--- src/rtl/epi_ram.sv ---
module epi_ram #(
    parameter int WIDTH = 8,
    parameter int DEPTH = 32
) (
    input  logic                     aclk,
    input  logic                     we,
    input  logic [$clog2(DEPTH)-1:0] waddr,
    input  logic [WIDTH-1:0]         wdata,
    input  logic [$clog2(DEPTH)-1:0] raddr,
    output logic [WIDTH-1:0]         rdata
);
    logic [WIDTH-1:0] mem [DEPTH];

    always_ff @(posedge aclk) begin
        if (we) begin
            mem[waddr] <= wdata;
        end
        rdata <= mem[raddr];
    end
endmodule

--- config.mk ---
export PLATFORM = sky130hd
export DESIGN_NAME = epi_ram
export DESIGN_NICKNAME = d
export VERILOG_FILES = /design/src/rtl/epi_ram.sv
export SDC_FILE = /design/constraint.sdc
export NUM_CORES = 1
export LEC_CHECK = 0
export BUFFER_PORTS_ARGS = -buffer_cell sky130_fd_sc_hd__buf_2
export CELL_PAD_IN_SITES_DETAIL_PLACEMENT = 1
export CELL_PAD_IN_SITES_GLOBAL_PLACEMENT = 1
export CORE_MARGIN = 4
export CORE_UTILIZATION = 59
export CTS_CLUSTER_SIZE = 14
export DETAILED_ROUTE_END_ITERATION = 10
export GPL_ROUTABILITY_DRIVEN = 0
export MAX_ROUTING_LAYER = met4
export PLACE_DENSITY_LB_ADDON = 0.1
export SYNTH_ARGS = -nofsm -noshare
export SYNTH_HDL_FRONTEND = slang
export SYNTH_SLANG_ARGS = --single-unit
--- constraint.sdc ---
create_clock -name aclk -period 5.2 [get_ports aclk]
set_input_delay 0.78 -clock aclk [delete_from_list [all_inputs] [get_ports aclk]]
set_output_delay 0.78 -clock aclk [all_outputs]
set_load 0.05 [all_outputs]
==> flow_summary.rst, run 1 <==
.. list-table::
   :header-rows: 1

   * - Metric
     - Value
   * - Ratio of cells with drive above 1 in the final layout
     - 0.318
   * - Tmin final
     - 2.82 ns
   * - Number of setup buffers added after CTS
     - 0
   * - Ranking of synthesized cells by area
     - sky130_fd_sc_hd__edfxtp_1 76%, sky130_fd_sc_hd__mux4_2 18%, sky130_fd_sc_hd__dfxtp_1 1.6%
   * - Htree depth
     - 1
   * - Vias per cell
     - 6.48
   * - Die Y
     - 139 microns
   * - Hold violation total from the final report
     - 0
   * - Initial cell density of the core
     - 0.604
   * - Share of flip-flops with an asynchronous set or reset
     - 0
   * - WS Path Type
     - input port to flop
   * - Synth top cells by count
     - 256 x sky130_fd_sc_hd__edfxtp_1, 80 x sky130_fd_sc_hd__mux4_2, 33 x sky130_fd_sc_hd__nor2_1, 8 x sky130_fd_sc_hd__dfxtp_1, 8 x sky130_fd_sc_hd__mux2_2
   * - Leakage dissipation
     - 3.45 nW
   * - Fmax
     - 354 MHz
   * - Endpoint type of the worst setup path
     - flop
   * - Power Total
     - 0.00430 W
   * - Met2 wire length
     - 9880 microns
   * - Setup-failing EPs final
     - 0
   * - Clk sinks
     - 264
   * - I/O pin cnt
     - 28
   * - Yosys synthesis warning count
     - 0
   * - Synthesized netlist cell count
     - 417
   * - Synthesized area per cell
     - 24.1 sq um
   * - R2R setup slack
     - 3.39 ns
   * - Pin count of the biggest net entering global routing
     - 50
   * - Hold-fix buffers at CTS
     - 0
   * - Number of slew-limit violations in the final report
     - 0
   * - FF+latch count, synth
     - 264
   * - Wire length of the first global-routing pass
     - 32100 microns
   * - Clock buffer count from CTS
     - 25
   * - Most frequently used flop master after synthesis
     - sky130_fd_sc_hd__edfxtp_1
   * - Number of vias after detailed routing
     - 4479
   * - Maximum buffer depth of the clock tree
     - 3
   * - Count of buffers from port buffering
     - 27
   * - Global routing usage summed across all routing layers
     - 0.234
   * - Mapped Area
     - 0.0101 sq mm
   * - Fill cells
     - 1259
   * - Worst slew margin relative to its limit
     - 0.352
   * - Final HPWL from detailed placement
     - 12900 microns
   * - Number of routed nets with antenna violations
     - 0
   * - Antenna Cells
     - 0
   * - DR WL/cell
     - 30.3 microns
   * - Syn Nets
     - 437
   * - Number of different library cells in the post-synthesis netlist
     - 15
   * - Grt total ovfl
     - 0
   * - Arrival time reported for the critical path endpoint
     - 3.22 ns
   * - Pwr per Cell Area
     - 386 mW/mm^2
   * - Aggregate negative setup slack
     - 0 ns
   * - Latest clock arrival within the worst-skew pair
     - 0.51 ns
   * - Measured slew at the worst slew-check pin
     - 0.972 ns
   * - Startpoint type of the worst setup path
     - input port
   * - Final nets
     - 475
   * - Top Metal Used
     - met4
   * - Period Utilization, post-route
     - 0.543
   * - Core Box Area
     - 0.0166 sq mm
   * - Die area
     - 0.0192 sq mm
   * - Worst min-delay path class
     - input port to flop
   * - Area grow syn2layout
     - 10.7%
   * - Row Count
     - 47
   * - Unrepaired setup endpoints after global routing
     - false
   * - Post-cts gate resize count
     - 0
   * - Peak supply drop
     - 316 uV
   * - Largest area contributor in the netlist
     - sky130_fd_sc_hd__edfxtp_1
   * - Detailed-route wire length on metal 1
     - 9360 microns
   * - Maximum net fanout on the critical path
     - 49
   * - TritonCTS clock tree
     - done
   * - Detailed Route WL
     - 20900 microns
   * - CTS root buffer
     - sky130_fd_sc_hd__clkbuf_16
   * - Met3 routed WL
     - 1390 microns
   * - Clock-pin slew on the worst setup and hold paths
     - 0.06 ns
   * - Top-area cell type share of the netlist area
     - 0.765
   * - Die width
     - 139 microns
   * - Post-synthesis sequential area ratio
     - 0.781
   * - DR pass1 iterations
     - 5
   * - Max-cap viol count
     - 0
   * - Via count of the first global-routing pass
     - 4701
   * - Detailed Route Iter0 Violations
     - 459
   * - Number of DRC violations after detailed routing
     - 0
   * - Antenna violations before repair
     - 0
   * - Required time at the endpoint of the critical path
     - 5.59 ns
   * - Clock Skew
     - 0.0129 ns
   * - Count of flip-flops with a built-in enable after synthesis
     - 256
   * - Outcome
     - complete, no violations
   * - Dominant cell by count in the synthesized netlist
     - sky130_fd_sc_hd__edfxtp_1
cells by family (layout without fill, tap and decap cells):
kind of cell	after synthesis	after routing	synth area share
and+or+nand+nor	45	45	0.0207
muxes	88	88	0.188
DFF	264	264	0.781
buffers and inverters	20	74	0.0106
metrics by stage:
stage                util  hold WS, ns  area, sq um  setup WS, ns  instances
finish              0.669        0.711        11100          2.38        691
global route        0.669        0.690        11100          2.18        691
CTS                 0.669        0.699        11100          2.30        691
detailed placement  0.624        0.898        10400          1.76        648
global placement    0.624        0.886        10400          1.79        648
floorplan               -        0.865        10100          2.62        417
cell usage in the layout (no fill, tap or decap), types with 2 or more instances in the layout:
cell / n
sky130_fd_sc_hd__nand3b_1: 5
sky130_fd_sc_hd__nor2_1: 33
sky130_fd_sc_hd__mux2_2: 8
sky130_fd_sc_hd__clkinv_1: 2
sky130_fd_sc_hd__or3b_2: 3
sky130_fd_sc_hd__dfxtp_1: 8
sky130_fd_sc_hd__clkbuf_1: 13
sky130_fd_sc_hd__nand3_1: 2
sky130_fd_sc_hd__clkbuf_16: 25
sky130_fd_sc_hd__buf_2: 26
sky130_fd_sc_hd__clkbuf_8: 2
sky130_fd_sc_hd__mux4_2: 80
sky130_fd_sc_hd__buf_4: 5
sky130_fd_sc_hd__edfxtp_1: 256
layer usage:
metal,vias to the layer above,track usage
li1,1854,-
met3,30,0.0372
met4,0,0.0463
met1,2426,0.367
met5,-,-
met2,169,0.340
where the power goes:
part | leakage, nW | internal [W] | switching [W] | total (W)
Clock | 0.355 | 0.000965 | 0.000707 | 0.00167
Combinational | 0.720 | 0.0000934 | 0.000153 | 0.000246
Sequential | 2.37 | 0.00237 | 0.0000135 | 0.00238
worst paths after layout:
check | cells past startpoint | to | from
min | 2 | rdata[3]$_DFF_P_ | raddr[3]
max | 5 | rdata[2]$_DFF_P_ | raddr[0]
max reg2reg | 3 | rdata[4]$_DFF_P_ | mem[21][4]$_DFFE_PP_
min reg2reg | 3 | rdata[6]$_DFF_P_ | mem[11][6]$_DFFE_PP_
registers in the layout (all words and copies together), names as in the netlist:
signal,flops
rdata,8
mem,256
layout make-up:
cell class                      instances  area [sq um]  share of cell area
Timing Repair Buffer                   31           168              0.0151
Sequential cell                       264          7850               0.705
Clock inverter                          3          37.5             0.00337
Tap cell                              220           275              0.0247
Clock buffer                           40           702              0.0631
Multi-Input combinational cell        133          2100               0.189
critical path, stage by stage:
cell                     delay [ns]
sky130_fd_sc_hd__buf_4         0.73
sky130_fd_sc_hd__buf_4         0.35
sky130_fd_sc_hd__mux4_2        0.54
sky130_fd_sc_hd__mux4_2        0.49
sky130_fd_sc_hd__mux2_2        0.29
Power figures use the tool's default switching activity.
==> inputs of run 2 (changes only) <==
--- a/config.mk
+++ b/config.mk
@@ -5,11 +5,12 @@
 export SDC_FILE = /design/constraint.sdc
 export NUM_CORES = 1
 export LEC_CHECK = 0
+export ABC_AREA = 1
 export BUFFER_PORTS_ARGS = -buffer_cell sky130_fd_sc_hd__buf_2
 export CELL_PAD_IN_SITES_DETAIL_PLACEMENT = 1
 export CELL_PAD_IN_SITES_GLOBAL_PLACEMENT = 1
 export CORE_MARGIN = 4
-export CORE_UTILIZATION = 59
+export CORE_UTILIZATION = 51
 export CTS_CLUSTER_SIZE = 14
 export DETAILED_ROUTE_END_ITERATION = 10
 export GPL_ROUTABILITY_DRIVEN = 0
==> constraint.sdc (replaced) <==
create_clock -name aclk -period 2.8 [get_ports aclk]
set_input_delay 0.42 -clock aclk [delete_from_list [all_inputs] [get_ports aclk]]
set_output_delay 0.42 -clock aclk [all_outputs]
set_load 0.05 [all_outputs]
==> flow_summary.rst, run 2 <==
.. list-table::
   :header-rows: 1

   * - Metric
     - Value
   * - Fmax
     - 601 MHz
   * - Row Count
     - 52 (+11%)
   * - Hold violation total from the final report
     - 0 (unchanged)
   * - Period Utilization, post-route
     - 0.594
   * - WS Path Type
     - input port to flop
   * - Fill cells
     - 2110 (+68%)
   * - Maximum net fanout on the critical path
     - 8 (-84%)
   * - Worst Hold End
     - rdata[5]$_DFF_P_
   * - Reg-to-Reg End
     - rdata[4]$_DFF_P_
   * - Syn Nets
     - 942 (+120%)
   * - Post-synthesis sequential area ratio
     - 0.728 (-0.0531)
   * - Wire length of the first global-routing pass
     - 44000 microns (+37%)
   * - Number of different library cells in the post-synthesis netlist
     - 12 (-3)
   * - Htree depth
     - 1 (unchanged)
   * - Buffer and inverter count on the worst path
     - 2 (unchanged)
   * - Arrival time reported for the critical path endpoint
     - 1.83 ns (-1.39 ns)
   * - Antenna violations before repair
     - 1 (+1)
   * - Synth top cells by count
     - 360 x sky130_fd_sc_hd__nand2_1, 256 x sky130_fd_sc_hd__edfxtp_1, 204 x sky130_fd_sc_hd__nand3_1, 32 x sky130_fd_sc_hd__nor2_1, 24 x sky130_fd_sc_hd__buf_6
   * - Worst slew margin relative to its limit
     - 0.405 (+0.0523)
   * - Final HPWL from detailed placement
     - 16500 microns (+29%)
   * - Leading cell type in the layout, fill and taps excluded
     - sky130_fd_sc_hd__nand2_1
   * - Maximum buffer depth of the clock tree
     - 3 (unchanged)
   * - Outcome
     - complete, no violations
   * - Pin count of the biggest net entering global routing
     - 129 (+160%)
   * - Yosys synthesis warning count
     - 0 (unchanged)
   * - Worst path top cell family by delay
     - simple AND/OR/NAND/NOR gates
   * - Startpoint type of the worst setup path
     - input port
   * - Ranking of synthesized cells by area
     - sky130_fd_sc_hd__edfxtp_1 71%, sky130_fd_sc_hd__nand2_1 13%, sky130_fd_sc_hd__nand3_1 9.5%
   * - Measured slew at the worst slew-check pin
     - 0.893 ns (-0.0785 ns)
   * - Synthesized area per cell
     - 11.7 sq um (-51%)
   * - Cell at the slowest stage of the critical path
     - sky130_fd_sc_hd__nor2_1
   * - Pwr per Cell Area
     - 716 mW/mm^2 (+85%)
   * - Slowest stage delay, CP
     - 0.74 ns (about the same)
   * - Final nets
     - 972 (+100%)
   * - Clock buffer count from CTS
     - 27 (+8.0%)
   * - Max-cap viol count
     - 0 (unchanged)
   * - Die width
     - 153 microns (+11%)
   * - Detailed Route Iter0 Violations
     - 569 (+24%)
   * - Post-cts gate resize count
     - 0 (unchanged)
   * - Number of DRC violations after detailed routing
     - 0 (unchanged)
   * - DR WL/cell
     - 22.7 microns (-25%)
   * - Post-Place Worst Slack
     - 0.613 ns (-1.14 ns)
   * - Hold-fix buffers at CTS
     - 0 (unchanged)
   * - Count of flip-flops with a built-in enable after synthesis
     - 256 (unchanged)
   * - Leakage dissipation
     - 4.45 nW (+29%)
   * - Peak supply drop
     - 617 uV (+95%)
   * - FF+latch count, synth
     - 264 (unchanged)
   * - Number of routed nets with antenna violations
     - 0 (unchanged)
   * - Initial cell density of the core
     - 0.526 (-0.0778)
   * - R2R setup slack
     - 1.61 ns (-1.78 ns)
   * - Endpoint type of the worst setup path
     - flop
   * - Largest registers
     - mem (256), rdata (8)
   * - Tmin final
     - 1.66 ns
   * - Ratio of cells with drive above 1 in the final layout
     - 0.0968 (-0.222)
   * - Die Y
     - 153 microns (+11%)
   * - Aggregate negative setup slack
     - 0 ns (unchanged)
   * - GR met2 Demand/Resource
     - 0.417 (+0.0763)
   * - Tightest hold margin
     - 0.213 ns (-0.498 ns)
   * - Number of flip-flops under the largest register name
     - 256 (unchanged)
   * - Largest area contributor in the netlist
     - sky130_fd_sc_hd__edfxtp_1
   * - Cell Chain, Critical Path
     - buf_2 -> inv_1 -> nand3_1 -> nor2_1
   * - Number of slew-limit violations in the final report
     - 0 (unchanged)
   * - Core Box Area
     - 0.0205 sq mm (+23%)
   * - Clock-pin slew on the worst setup and hold paths
     - 0.06 ns (about the same)
   * - Start of the worst register-to-register path
     - mem[21][4]$_DFFE_PP_
   * - CTS root buffer
     - sky130_fd_sc_hd__clkbuf_16
   * - Global-route met1 utilization
     - 0.333 (-0.0342)
   * - Largest register by flop count
     - mem
   * - Global routing usage summed across all routing layers
     - 0.251 (+0.0167)
   * - Worst min-delay path class
     - input port to flop
   * - Number of stages on the worst setup path
     - 4 (-1)
   * - Unrepaired setup endpoints after global routing
     - false
   * - Register area
     - 0.00785 sq mm (unchanged)
   * - Vias per cell
     - 5.63 (-13%)
   * - Clock Skew
     - 0.00983 ns (-0.00307 ns)
   * - Worst Setup Slack, final
     - 1.14 ns (-1.24 ns)
   * - GR peak layer
     - met2
   * - Dominant cell by count in the synthesized netlist
     - sky130_fd_sc_hd__nand2_1
   * - Setup-failing EPs final
     - 0 (unchanged)
   * - Via count of the first global-routing pass
     - 7624 (+62%)
   * - Global-route track usage on met3
     - 0.0376 (+0.000361)
   * - Clk sinks
     - 264 (unchanged)
   * - Top-area cell type share of the netlist area
     - 0.713 (-0.0520)
   * - TritonCTS clock tree
     - done
   * - Mapped Area
     - 0.0108 sq mm (+7.3%)
   * - Detailed Route WL
     - 28100 microns (+34%)
   * - Hold path startpoint
     - raddr[4]
   * - I/O pin cnt
     - 28 (unchanged)
   * - Power Total
     - 0.00857 W (+99%)
   * - FF-to-FF path depth
     - 8 (+5)
   * - Share of flip-flops with an asynchronous set or reset
     - 0 (unchanged)
   * - Leading cell types in the layout, fill and taps excluded
     - 360 x sky130_fd_sc_hd__nand2_1, 256 x sky130_fd_sc_hd__edfxtp_1, 204 x sky130_fd_sc_hd__nand3_1
   * - Combined area of the multi-input logic cells
     - 0.00249 sq mm (+19%)
   * - Number of setup buffers added after CTS
     - 0 (unchanged)
   * - Hold Path Stages
     - 3 (+1)
   * - Most frequently used flop master after synthesis
     - sky130_fd_sc_hd__edfxtp_1
   * - Area grow syn2layout
     - 10.9%
   * - Latest clock arrival within the worst-skew pair
     - 0.53 ns (+0.02 ns)
   * - Count of buffers from port buffering
     - 27 (unchanged)
   * - DR pass1 iterations
     - 4 (-1)
   * - Synthesized netlist cell count
     - 922 (+120%)
   * - CP Launch Point
     - waddr[1]
   * - Die area
     - 0.0235 sq mm (+23%)
   * - Required time at the endpoint of the critical path
     - 2.96 ns (-2.63 ns)
   * - Number of vias after detailed routing
     - 6995 (+56%)
   * - Grt total ovfl
     - 0 (unchanged)
==> run 2: changes by cell type after synthesis, sizes merged <==
cell,before,now
clkbuf,6,7
inv,0,10
nand3,2,204
nor2,33,32
mux2,8,0
or3,1,0
buf,14,45
or3b,3,0
mux4,80,0
nand2,1,360
nand3b,5,0
==> run 2: cell type report <==
type,count,area share
Antenna cell,1,0.000209
Clock buffer,31,0.0577
Clock inverter,17,0.0156
Inverter,10,0.00324
Multi-Input combinational cell,596,0.208
Sequential cell,264,0.656
Tap cell,270,0.0282
Timing Repair Buffer,53,0.0309
==> run 2: worst register-to-register path, cell delays in order, from the launching register on <==
cell and delay (ns):
sky130_fd_sc_hd__edfxtp_1 0.37, sky130_fd_sc_hd__nand2_1 0.09, sky130_fd_sc_hd__nand3_1 0.12, sky130_fd_sc_hd__nand3_1 0.18
sky130_fd_sc_hd__nand2_1 0.09, sky130_fd_sc_hd__nand2_1 0.06, sky130_fd_sc_hd__nand2_1 0.06, sky130_fd_sc_hd__nand2_1 0.07
sky130_fd_sc_hd__nand2_1 0.05
==> run 2: routing by layer <==
layer / share of wire / vias to the layer above
met5: 0 / -
met4: 0.020 / 0
met3: 0.048 / 41
met2: 0.50 / 151
met1: 0.43 / 3543
li1: - / 3260
==> run 2: where the power goes <==
| group | switching, W | leakage (nW) | internal [W] |
|---|---|---|---|
| combinational | 0.000443 | 1.65 | 0.000134 |
| clock | 0.00145 | 0.422 | 0.00213 |
| sequential | 0.0000234 | 2.37 | 0.00439 |
==> run 2: kinds of logic after synthesis <==
| kind of cell | after synthesis | synth area share |
|---|---|---|
| simple gates | 596 | 0.231 |
| flops | 264 | 0.728 |
| buf+inv | 62 | 0.0414 |
==> run 2: how the worst max path moves through the flow <==
stage | end | slack (ns)
after global placement | mem[14][5]$_DFFE_PP_ | 0.70
final | mem[17][5]$_DFFE_PP_ | 1.14
after floorplan | mem[0][0]$_DFFE_PP_ | 1.35
after global routing | mem[6][4]$_DFFE_PP_ | 1.07
after CTS | rdata[5] | 1.15
after detailed placement | mem[6][5]$_DFFE_PP_ | 0.61
==> run 2: per-stage QoR <==
step	instances	util	cell area (sq um)
3_3_place_gp	1193	0.541	11100
6_report	1242	0.584	12000
2_1_floorplan	922	-	10800
5_1_grt	1242	0.584	12000
3_5_place_dp	1193	0.541	11100
4_1_cts	1241	0.584	12000
